===== src/sv/p1tfc_pkg.sv =====
// Package for the P1 telegram framer with CRC check.
// Holds beat structs, opcode, status, phase and register codes, and CRC constants.
// No dependencies.
package p1tfc_pkg;

  // Input opcodes
  typedef enum logic [1:0] {
    OP_BYTE  = 2'd0,
    OP_TICK  = 2'd1,
    OP_START = 2'd2,
    OP_NONE  = 2'd3
  } op_e;

  // Result status codes
  typedef enum logic [2:0] {
    ST_OK        = 3'd0,
    ST_MISMATCH  = 3'd1,
    ST_MALFORMED = 3'd2,
    ST_TOO_LONG  = 3'd3,
    ST_TIMEOUT   = 3'd4
  } status_e;

  // Framer phase, one-hot
  typedef enum logic [3:0] {
    PH_IDLE  = 4'b0001,
    PH_HUNT  = 4'b0010,
    PH_BODY  = 4'b0100,
    PH_FIELD = 4'b1000
  } phase_e;

  // Configuration register indexes
  localparam int unsigned CfgIdxW = 2;
  typedef enum logic [CfgIdxW-1:0] {
    CFG_TIMEOUT = 2'd0,
    CFG_MAX_LEN = 2'd1
  } cfg_idx_e;

  localparam int unsigned CfgDataW = 16;
  localparam logic [15:0] TimeoutReset = 16'd15000;
  localparam logic [11:0] MaxLenReset  = 12'd1500;

  localparam logic [15:0] CrcPoly = 16'hA001;
  localparam logic [15:0] CrcInit = 16'h0000;

  localparam logic [7:0] ChSlash = 8'h2F;
  localparam logic [7:0] ChBang  = 8'h21;
  localparam logic [7:0] ChLf    = 8'h0A;

  // Input beat
  typedef struct packed {
    logic [1:0] op;
    logic [7:0] rx_byte;
  } in_t;

  // Result beat
  typedef struct packed {
    logic [2:0]  status;
    logic [15:0] computed_crc;
    logic [15:0] received_crc;
    logic [11:0] telegram_length;
  } out_t;

endpackage


===== src/sv/p1_telegram_framer_crc_check.sv =====
// Top level of the P1 telegram framer with CRC-16 check.
// Depends on p1tfc_pkg, p1tfc_core (with p1tfc_crc) and p1tfc_out_buf.
//
//  channel  | direction | handshake               | beat
//  ---------+-----------+-------------------------+-----------------------------
//  input    | in        | in_valid_i / in_stall_o | op, rx_byte
//  result   | out       | out_valid_o/out_stall_i | status, crcs, telegram_length
//  config   | in        | cfg_we_i                | cfg_index_i, cfg_data_i
//
// One beat per cycle sustained while the result buffer has room; a beat is registered,
// processed once the buffer has room, and its result (if any) is visible in the cycle after that.
// The rate is set by the combinational byte CRC update and phase machine.
// A two-entry result buffer absorbs output stalls; input stalls only when it is full.
// Reset (async, active low) sets idle phase and the register defaults; no clearing pass.
module p1_telegram_framer_crc_check (
  input  logic                          clk_i,
  input  logic                          rst_ni,
  input  logic                          in_valid_i,
  output logic                          in_stall_o,
  input  p1tfc_pkg::in_t                in_data_i,
  output logic                          out_valid_o,
  input  logic                          out_stall_i,
  output p1tfc_pkg::out_t               out_data_o,
  input  logic                          cfg_we_i,
  input  logic [p1tfc_pkg::CfgIdxW-1:0] cfg_index_i,
  input  logic [p1tfc_pkg::CfgDataW-1:0] cfg_data_i
);

  logic            room;
  logic            push;
  p1tfc_pkg::out_t result;

  p1tfc_core u_core (
    .clk_i       (clk_i),
    .rst_ni      (rst_ni),
    .in_valid_i  (in_valid_i),
    .in_stall_o  (in_stall_o),
    .in_data_i   (in_data_i),
    .room_i      (room),
    .push_o      (push),
    .result_o    (result),
    .cfg_we_i    (cfg_we_i),
    .cfg_index_i (cfg_index_i),
    .cfg_data_i  (cfg_data_i)
  );

  p1tfc_out_buf u_out_buf (
    .clk_i       (clk_i),
    .rst_ni      (rst_ni),
    .push_i      (push),
    .data_i      (result),
    .room_o      (room),
    .out_valid_o (out_valid_o),
    .out_stall_i (out_stall_i),
    .out_data_o  (out_data_o)
  );

endmodule


===== src/sv/p1tfc_crc.sv =====
// Byte-wide reflected CRC-16 update (poly 0xA001).
// Depends on p1tfc_pkg.
module p1tfc_crc (
  input  logic [15:0] crc_i,
  input  logic [7:0]  data_i,
  output logic [15:0] crc_o
);

  // Eight bit steps, LSB first
  always_comb begin
    logic [15:0] c;
    c = crc_i ^ {8'h00, data_i};
    for (int i = 0; i < 8; i++) begin
      if (c[0]) begin
        c = (c >> 1) ^ p1tfc_pkg::CrcPoly;
      end else begin
        c = c >> 1;
      end
    end
    crc_o = c;
  end

endmodule


===== src/sv/p1tfc_core.sv =====
// Framer core: input register, phase machine, counters and CRC check.
// Depends on p1tfc_pkg and p1tfc_crc.
module p1tfc_core (
  input  logic                          clk_i,
  input  logic                          rst_ni,
  input  logic                          in_valid_i,
  output logic                          in_stall_o,
  input  p1tfc_pkg::in_t                in_data_i,
  input  logic                          room_i,
  output logic                          push_o,
  output p1tfc_pkg::out_t               result_o,
  input  logic                          cfg_we_i,
  input  logic [p1tfc_pkg::CfgIdxW-1:0] cfg_index_i,
  input  logic [p1tfc_pkg::CfgDataW-1:0] cfg_data_i
);

  // Hex digit decode: {valid, value}
  function automatic logic [4:0] hex_val(input logic [7:0] b);
    logic [4:0] r;
    r = 5'd0;
    if (b >= 8'h30 && b <= 8'h39) begin
      r = {1'b1, 4'(b - 8'h30)};
    end else if (b >= 8'h61 && b <= 8'h66) begin
      r = {1'b1, 4'(b - 8'h57)};
    end else if (b >= 8'h41 && b <= 8'h46) begin
      r = {1'b1, 4'(b - 8'h37)};
    end
    return r;
  endfunction

  logic              in_vld_q;
  p1tfc_pkg::in_t    in_q;
  logic              go;

  logic [15:0]       timeout_q;
  logic [11:0]       max_len_q;

  p1tfc_pkg::phase_e phase_q, phase_d;
  logic [15:0]       crc_q, crc_d;
  logic [15:0]       tick_q, tick_d;
  logic [11:0]       cnt_q, cnt_d;
  logic [15:0]       acc_q, acc_d;
  logic [2:0]        dig_q, dig_d;
  logic              bad_q, bad_d;

  logic [15:0]       crc_in, crc_next;
  logic [4:0]        hv;
  logic [11:0]       cnt_inc;
  logic [15:0]       tick_inc;
  logic              full;

  // Input register
  assign go         = in_vld_q && room_i;
  assign in_stall_o = in_vld_q && !room_i;

  always_ff @(posedge clk_i or negedge rst_ni) begin
    if (!rst_ni) begin
      in_vld_q <= 1'b0;
    end else if (in_valid_i && !in_stall_o) begin
      in_vld_q <= 1'b1;
    end else if (go) begin
      in_vld_q <= 1'b0;
    end
  end

  always_ff @(posedge clk_i) begin
    if (in_valid_i && !in_stall_o) begin
      in_q <= in_data_i;
    end
  end

  // Configuration registers
  always_ff @(posedge clk_i or negedge rst_ni) begin
    if (!rst_ni) begin
      timeout_q <= p1tfc_pkg::TimeoutReset;
      max_len_q <= p1tfc_pkg::MaxLenReset;
    end else if (cfg_we_i) begin
      unique case (cfg_index_i)
        p1tfc_pkg::CFG_TIMEOUT: timeout_q <= cfg_data_i;
        p1tfc_pkg::CFG_MAX_LEN: max_len_q <= cfg_data_i[11:0];
        default: ;
      endcase
    end
  end

  // CRC update; the opening slash starts from the init value
  assign crc_in = (phase_q == p1tfc_pkg::PH_HUNT) ? p1tfc_pkg::CrcInit : crc_q;

  p1tfc_crc u_crc (
    .crc_i  (crc_in),
    .data_i (in_q.rx_byte),
    .crc_o  (crc_next)
  );

  assign hv       = hex_val(in_q.rx_byte);
  assign cnt_inc  = cnt_q + 12'd1;
  assign tick_inc = (tick_q != 16'hFFFF) ? tick_q + 16'd1 : tick_q;
  assign full     = cnt_q >= max_len_q;

  // Phase machine and result
  always_comb begin
    phase_d  = phase_q;
    crc_d    = crc_q;
    tick_d   = tick_q;
    cnt_d    = cnt_q;
    acc_d    = acc_q;
    dig_d    = dig_q;
    bad_d    = bad_q;
    push_o   = 1'b0;
    result_o.status          = p1tfc_pkg::ST_OK;
    result_o.computed_crc    = crc_q;
    result_o.received_crc    = acc_q;
    result_o.telegram_length = cnt_q;

    if (go) begin
      if (in_q.op == p1tfc_pkg::OP_START) begin
        phase_d = p1tfc_pkg::PH_HUNT;
        crc_d   = p1tfc_pkg::CrcInit;
        tick_d  = '0;
        cnt_d   = '0;
        acc_d   = '0;
        dig_d   = '0;
        bad_d   = 1'b0;
      end else if (in_q.op == p1tfc_pkg::OP_TICK && phase_q != p1tfc_pkg::PH_IDLE) begin
        tick_d = tick_inc;
        if (tick_inc >= timeout_q) begin
          push_o          = 1'b1;
          result_o.status = p1tfc_pkg::ST_TIMEOUT;
          phase_d         = p1tfc_pkg::PH_IDLE;
        end
      end else if (in_q.op == p1tfc_pkg::OP_BYTE) begin
        unique case (phase_q)
          p1tfc_pkg::PH_HUNT: begin
            if (in_q.rx_byte == p1tfc_pkg::ChSlash) begin
              if (full) begin
                push_o          = 1'b1;
                result_o.status = p1tfc_pkg::ST_TOO_LONG;
                phase_d         = p1tfc_pkg::PH_IDLE;
              end else begin
                cnt_d   = cnt_inc;
                crc_d   = crc_next;
                phase_d = p1tfc_pkg::PH_BODY;
              end
            end
          end
          p1tfc_pkg::PH_BODY: begin
            if (full) begin
              push_o          = 1'b1;
              result_o.status = p1tfc_pkg::ST_TOO_LONG;
              phase_d         = p1tfc_pkg::PH_IDLE;
            end else begin
              cnt_d = cnt_inc;
              crc_d = crc_next;
              if (in_q.rx_byte == p1tfc_pkg::ChBang) begin
                phase_d = p1tfc_pkg::PH_FIELD;
              end
            end
          end
          p1tfc_pkg::PH_FIELD: begin
            if (full) begin
              push_o          = 1'b1;
              result_o.status = p1tfc_pkg::ST_TOO_LONG;
              phase_d         = p1tfc_pkg::PH_IDLE;
            end else begin
              cnt_d = cnt_inc;
              if (in_q.rx_byte == p1tfc_pkg::ChLf) begin
                // End of telegram: judge the CRC field
                push_o                   = 1'b1;
                phase_d                  = p1tfc_pkg::PH_IDLE;
                result_o.telegram_length = cnt_inc;
                if (bad_q || dig_q < 3'd4) begin
                  result_o.status = p1tfc_pkg::ST_MALFORMED;
                end else if (acc_q == crc_q) begin
                  result_o.status = p1tfc_pkg::ST_OK;
                end else begin
                  result_o.status = p1tfc_pkg::ST_MISMATCH;
                end
              end else if (dig_q < 3'd4) begin
                dig_d = dig_q + 3'd1;
                if (hv[4]) begin
                  acc_d = {acc_q[11:0], hv[3:0]};
                end else begin
                  bad_d = 1'b1;
                end
              end
            end
          end
          default: ;
        endcase
      end
    end
  end

  always_ff @(posedge clk_i or negedge rst_ni) begin
    if (!rst_ni) begin
      phase_q <= p1tfc_pkg::PH_IDLE;
      crc_q   <= p1tfc_pkg::CrcInit;
      tick_q  <= '0;
      cnt_q   <= '0;
      acc_q   <= '0;
      dig_q   <= '0;
      bad_q   <= 1'b0;
    end else begin
      phase_q <= phase_d;
      crc_q   <= crc_d;
      tick_q  <= tick_d;
      cnt_q   <= cnt_d;
      acc_q   <= acc_d;
      dig_q   <= dig_d;
      bad_q   <= bad_d;
    end
  end

  // Checks
  a_push_not_idle: assert property (@(posedge clk_i) disable iff (!rst_ni)
    push_o |-> (phase_q != p1tfc_pkg::PH_IDLE && go))
    else $error("result from idle phase");

  a_push_to_idle: assert property (@(posedge clk_i) disable iff (!rst_ni)
    push_o |=> (phase_q == p1tfc_pkg::PH_IDLE))
    else $error("phase not idle after result");

  a_start_clears: assert property (@(posedge clk_i) disable iff (!rst_ni)
    (go && in_q.op == p1tfc_pkg::OP_START) |=>
      (phase_q == p1tfc_pkg::PH_HUNT && cnt_q == 12'd0 && dig_q == 3'd0 && !bad_q))
    else $error("start did not clear state");

  a_digits_bound: assert property (@(posedge clk_i) disable iff (!rst_ni)
    (dig_q != $past(dig_q)) |-> (dig_q <= 3'd4))
    else $error("digit count past four");

endmodule


===== src/sv/p1tfc_out_buf.sv =====
// Two-entry result buffer that decouples the core from output stalls.
// Depends on p1tfc_pkg.
module p1tfc_out_buf (
  input  logic            clk_i,
  input  logic            rst_ni,
  input  logic            push_i,
  input  p1tfc_pkg::out_t data_i,
  output logic            room_o,
  output logic            out_valid_o,
  input  logic            out_stall_i,
  output p1tfc_pkg::out_t out_data_o
);

  p1tfc_pkg::out_t buf_q [2];
  logic            wr_q, rd_q;
  logic [1:0]      cnt_q;
  logic            pop;

  assign room_o      = cnt_q != 2'd2;
  assign out_valid_o = cnt_q != 2'd0;
  assign pop         = out_valid_o && !out_stall_i;
  assign out_data_o  = buf_q[rd_q];

  // Entry storage
  always_ff @(posedge clk_i) begin
    if (push_i) begin
      buf_q[wr_q] <= data_i;
    end
  end

  // Pointers and fill count
  always_ff @(posedge clk_i or negedge rst_ni) begin
    if (!rst_ni) begin
      wr_q  <= 1'b0;
      rd_q  <= 1'b0;
      cnt_q <= 2'd0;
    end else begin
      if (push_i) begin
        wr_q <= !wr_q;
      end
      if (pop) begin
        rd_q <= !rd_q;
      end
      cnt_q <= cnt_q + {1'b0, push_i} - {1'b0, pop};
    end
  end

  a_no_overflow: assert property (@(posedge clk_i) disable iff (!rst_ni)
    push_i |-> room_o)
    else $error("push into full result buffer");

  a_cnt_bound: assert property (@(posedge clk_i) disable iff (!rst_ni)
    (cnt_q != 2'd3) && ((cnt_q == 2'd0) == (wr_q == rd_q) || cnt_q == 2'd2))
    else $error("result buffer count out of step with pointers");

endmodule


===== config.mk =====
export PLATFORM = sky130hd
export DESIGN_NAME = p1_telegram_framer_crc_check
export DESIGN_NICKNAME = d
export VERILOG_FILES = /design/src/sv/p1tfc_pkg.sv /design/src/sv/p1_telegram_framer_crc_check.sv /design/src/sv/p1tfc_crc.sv /design/src/sv/p1tfc_core.sv /design/src/sv/p1tfc_out_buf.sv
export SDC_FILE = /design/constraint.sdc
export NUM_CORES = 1
export LEC_CHECK = 0
export CORE_ASPECT_RATIO = 0.75
export CORE_MARGIN = 5
export CORE_UTILIZATION = 62
export DETAILED_ROUTE_END_ITERATION = 10
export DONT_BUFFER_PORTS = 1
export GPL_ROUTABILITY_DRIVEN = 0
export PLACE_DENSITY = 0.78
export SYNTH_ARGS = -nofsm -noshare
export SYNTH_HDL_FRONTEND = slang
export SYNTH_HIERARCHICAL = 1
export SYNTH_SLANG_ARGS = --single-unit

===== constraint.sdc =====
create_clock -name clk_i -period 6.5 [get_ports clk_i]
set_input_delay 0.975 -clock clk_i [delete_from_list [all_inputs] [get_ports clk_i]]
set_output_delay 0.975 -clock clk_i [all_outputs]
set_load 0.005 [all_outputs]

==> qor.tcl <==
set qor(synth_top_cell_by_area) {edfxtp_1}
set qor(pwr_density_cell_nw_per_um2) 330
set qor(final_cycle_utilization_of_the_critical_path_pct) 71.5
set qor(power.share.switching_pct) 30.0
set qor(synthXorXnorAreaFrac_pct) 6.19
set qor(synth_ff_type) {edfxtp_1}
set qor(synth_commonest_cells) {edfxtp_1 (104), dfrtp_1 (86), nand2_1 (69)}
set qor(drive_above_1_share_pct) 16.4
set qor(dr_total_vias) 6658
set qor(grt_max_degree) 102
set qor(detailedRoute.firstIterationViolations) 686
set qor(dp.final_hpwl_um) 15100
set qor(grt_setup_unrepaired) {no}
set qor(postCtsResizedCells) 0
set qor(synth_compound_area_share_pct) 10.6
set qor(tritoncts) {built}
set qor(cell_with_the_most_instances_after_synthesis) {edfxtp_1}
set qor(tritoncts.num_buffers) 20
set qor(setup_slack_of_the_critical_path_after_layout_ns) 1.85
set qor(routed_wirelength_um) 21600
set qor(combinationalPowerShare_pct) 23.2
set qor(internal-power_uw) 2540
set qor(max-cap-violations) 0
set qor(max_freq_mhz) 215
set qor(post-cts-setup-buffer-count) 0
set qor(worst_path_class_setup) {flop to flop}
set qor(final_antenna_net_count) 0
set qor(start_util_pct) 63.4
set qor(clock_tree.htree_level_count) 1
set qor(layout_min_cycle_time_ns) 4.65
set qor(floorplan.die.height_um) 121
set qor(vias_in_the_first_global_route) 6417
set qor(cp.required_ns) 6.62
set qor(max_incr_delay_on_cp_ns) 0.92
set qor(io_buf_count) 0
set qor(muxShareOfSynthArea_pct) 8.20
set qor(synth_sequential_area_ratio_pct) 55.5
set qor(hold_viol) 0
set qor(share_seq_of_total_power_pct) 46.1
set qor(min_path_type) {primary input to async pin}
set qor(cells_traversed_along_the_worst_timing_path) {nand4_1 -> or3_1 -> nor2_1 -> nand3_1 -> xnor2_1 -> ha_1 -> nand2_1 -> o21a_1 -> o221ai_1 -> a21oi_1 -> nor2_1 -> a21o_1 -> and2_2}
set qor(grt_overflow) 0
set qor(placement.setup.worst_slack_ns) 2.02
set qor(timing.clock.skew_ns) 0.0151
set qor(ir_drop_uv) 209
set qor(critical_path_arrival_ns) 4.76
set qor(die-area_um2) 19200
set qor(die-width_um) 158
set qor(syn_inst) 829
set qor(clock_latency_on_the_worst_skew_pair_ns) 0.51
set qor(placement_rows) 40
set qor(syn_avg_cell_area_um2) 12.3
set qor(critical_path_start_type) {flop}
set qor(gr-usage-all-layers_pct) 22.6
set qor(timing.final.setup_violations) 0
set qor(cts-root-buf) {clkbuf_16}
set qor(timing.reg2reg.worst_path_depth) 13
set qor(synth-edff-count) 104
set qor(synth_warnings) 6
set qor(crit_end_category) {flop}
set qor(avgRoutedWirePerCell_um) 20.6
set qor(viasPerCell) 6.35
set qor(design.final.nets) 893
set qor(detail_route.drc_violations) 0
set qor(final.setup.tns_ns) 0
set qor(main_combinational_cell_family_by_area_after_synthesis) {simple AND/OR/NAND/NOR gates}
set qor(worst-slew-pin-transition_ns) 1.21
set qor(worst_path_max_delay_cell) {and2_2}
set qor(detailedRoute.firstPassIterationCount) 5
set qor(coreArea_um2) 16100
set qor(clkSinkCount) 205
set qor(power.leakage_uw) 0.00445
set qor(grt_pass1_wl_um) 34500
set qor(synthesis.nets) 899
set qor(synth_top_area_share_pct) 30.6
set qor(final.hold.worst_slack_ns) 0.168
set qor(reg2reg_setup_slack_ns) 1.85
set qor(post_synth_main_area_contributors) {edfxtp_1 (31%), dfrtp_1 (21%), mux2_2 (5.0%)}
set qor(timing.max_slew.rel_slack_pct) 18.5
set qor(clock_power_share_pct) 30.7
set qor(cp_max_fo) 47
set qor(net-switching-power_uw) 1090
set qor(io-pin-count) 82
set qor(antenna_violations_before_repair) 0
set qor(clock_pin_transition_on_the_worst_setup_and_hold_timing_paths_ns) 0.06
set qor(layout-area-overhead-vs-synth_pct) 7.57
set qor(yosys.cell_types.count) 71
set qor(postSynthRegisterBits) 205
set qor(netlist_area_um2) 10200
set qor(post_cts_hold_buffer_count) 0
set qor(yosys.area_share.simple_pct) 11.6
set qor(crit_top_cell) {nor2_1}
set qor(finalMaxSlewViolations) 0
set qor(async_reset_ff_share_pct) 49.3
set qor(outcome) {complete, no violations}
set qor(clock_tree.buffer_depth) 3
set qor(synth_fa_ha_area_share_pct) 4.53
## cell families (layout without fill, tap and decap cells)
kind of cell,count (synthesis),in the layout
AND/OR/NAND/NOR,219,219
adder cells (fa/ha/maj),37,37
flip-flops,205,205
AO/OA/AOI/OAI,156,156
XOR/XNOR,68,68
other,0,1
multiplexers,68,68
buffers and inverters,76,84
## per-layer routing
| layer | global-route usage, % | wire length, um | part of all wire, % |
|---|---|---|---|
| met1 | 34.3 | 9690 | 45 |
| met2 | 33.7 | 9620 | 45 |
| met3 | 4.46 | 1860 | 8.6 |
| met4 | 5.49 | 444 | 2.1 |
| met5 | 0 | 0 | 0 |
## area by class of cell
class,count,area (um2)
Sequential cell,205,5670
Fill cell,1134,5130
Multi-Input combinational cell,548,4220
Clock buffer,26,553
Tap cell,210,263
Inverter,45,169
Clock inverter,10,85.1
Timing Repair Buffer,3,22.5
Antenna cell,1,2.50
## worst max-delay path, delay by kind of cell, from the launching register on
family,cells,cell delay (ns)
AND/OR/NAND/NOR,7,2.45
flip-flops,1,0.50
AO/OA/AOI/OAI,4,0.77
XOR/XNOR,1,0.18
adder cells (fa/ha/maj),1,0.31
## registers in the layout, summed over array words and instances (netlist names), 2 cells and up
signal and cells:
u_core/acc_q 16, u_core/cnt_q 12, u_core/crc_q 16, u_core/dig_q 3
u_core/in_q 10, u_core/max_len_q 12, u_core/phase_q 4, u_core/tick_q 16
u_core/timeout_q 16, u_out_buf/buf_q 94, u_out_buf/cnt_q 2
## through the flow
| stage | util [%] | instance area [um2] | std cells | power, uW |
|---|---|---|---|---|
| after floorplan | - | 10200 | 829 | 2350 |
| after global placement | 64.2 | 10300 | 1011 | 2480 |
| after detailed placement | 64.2 | 10300 | 1011 | 2520 |
| after CTS | 68.1 | 11000 | 1047 | 3640 |
| after global routing | 68.2 | 11000 | 1047 | 3810 |
| final | 68.2 | 11000 | 1048 | 3630 |
## power by group through the flow
stage          clock, uW  combinational, uW  sequential (uW)
3_3_place_gp           0                801             1680
3_5_place_dp           0                829             1690
6_report            1120                841             1670
4_1_cts             1130                839             1670
5_1_grt             1200                922             1690
2_1_floorplan          0                743             1610
## final timing paths
path                                              endpoint                         start
max                        u_out_buf/buf_q[1][0]$_DFFE_PP_  u_core/tick_q[3]$_DFFE_PN0P_
min                           u_out_buf/cnt_q[1]$_DFF_PN0_                        rst_ni
max reg2reg                u_out_buf/buf_q[1][0]$_DFFE_PP_  u_core/tick_q[3]$_DFFE_PN0P_
min reg2reg                   u_core/tick_q[7]$_DFFE_PN0P_  u_core/tick_q[7]$_DFFE_PN0P_
max in group asynchronous    u_core/phase_q[0]$_DFFE_PN1P_                        rst_ni
min in group clk_i            u_core/tick_q[7]$_DFFE_PN0P_  u_core/tick_q[7]$_DFFE_PN0P_
## layout by cell type (no fill, tap or decap), drive strengths merged, types with 4 or more instances in the layout
cell    Yosys  final
edfxtp    104    104
dfrtp      86     86
nand2      69     69
mux2       65     65
inv        45     45
o21ai      41     41
xnor2      39     39
ha         37     37
a22o       31     31
a21oi      29     29
xor2       28     28
clkbuf     12     26
nor2       23     23
and2       21     21
and3       18     18
nor3       17     17
dfstp      15     15
nand4      13     13
nand3      13     13
nand2b      7      7
a21o        7      7
clkinv      0      7
nor4        7      7
o21a        5      5
or3         5      5
o211ai      5      5
a31oi       5      5
nor3b       5      5
a31o        4      4
a221o       4      4
or4b        4      4
Note: power is estimated with default switching activity, not from simulation.
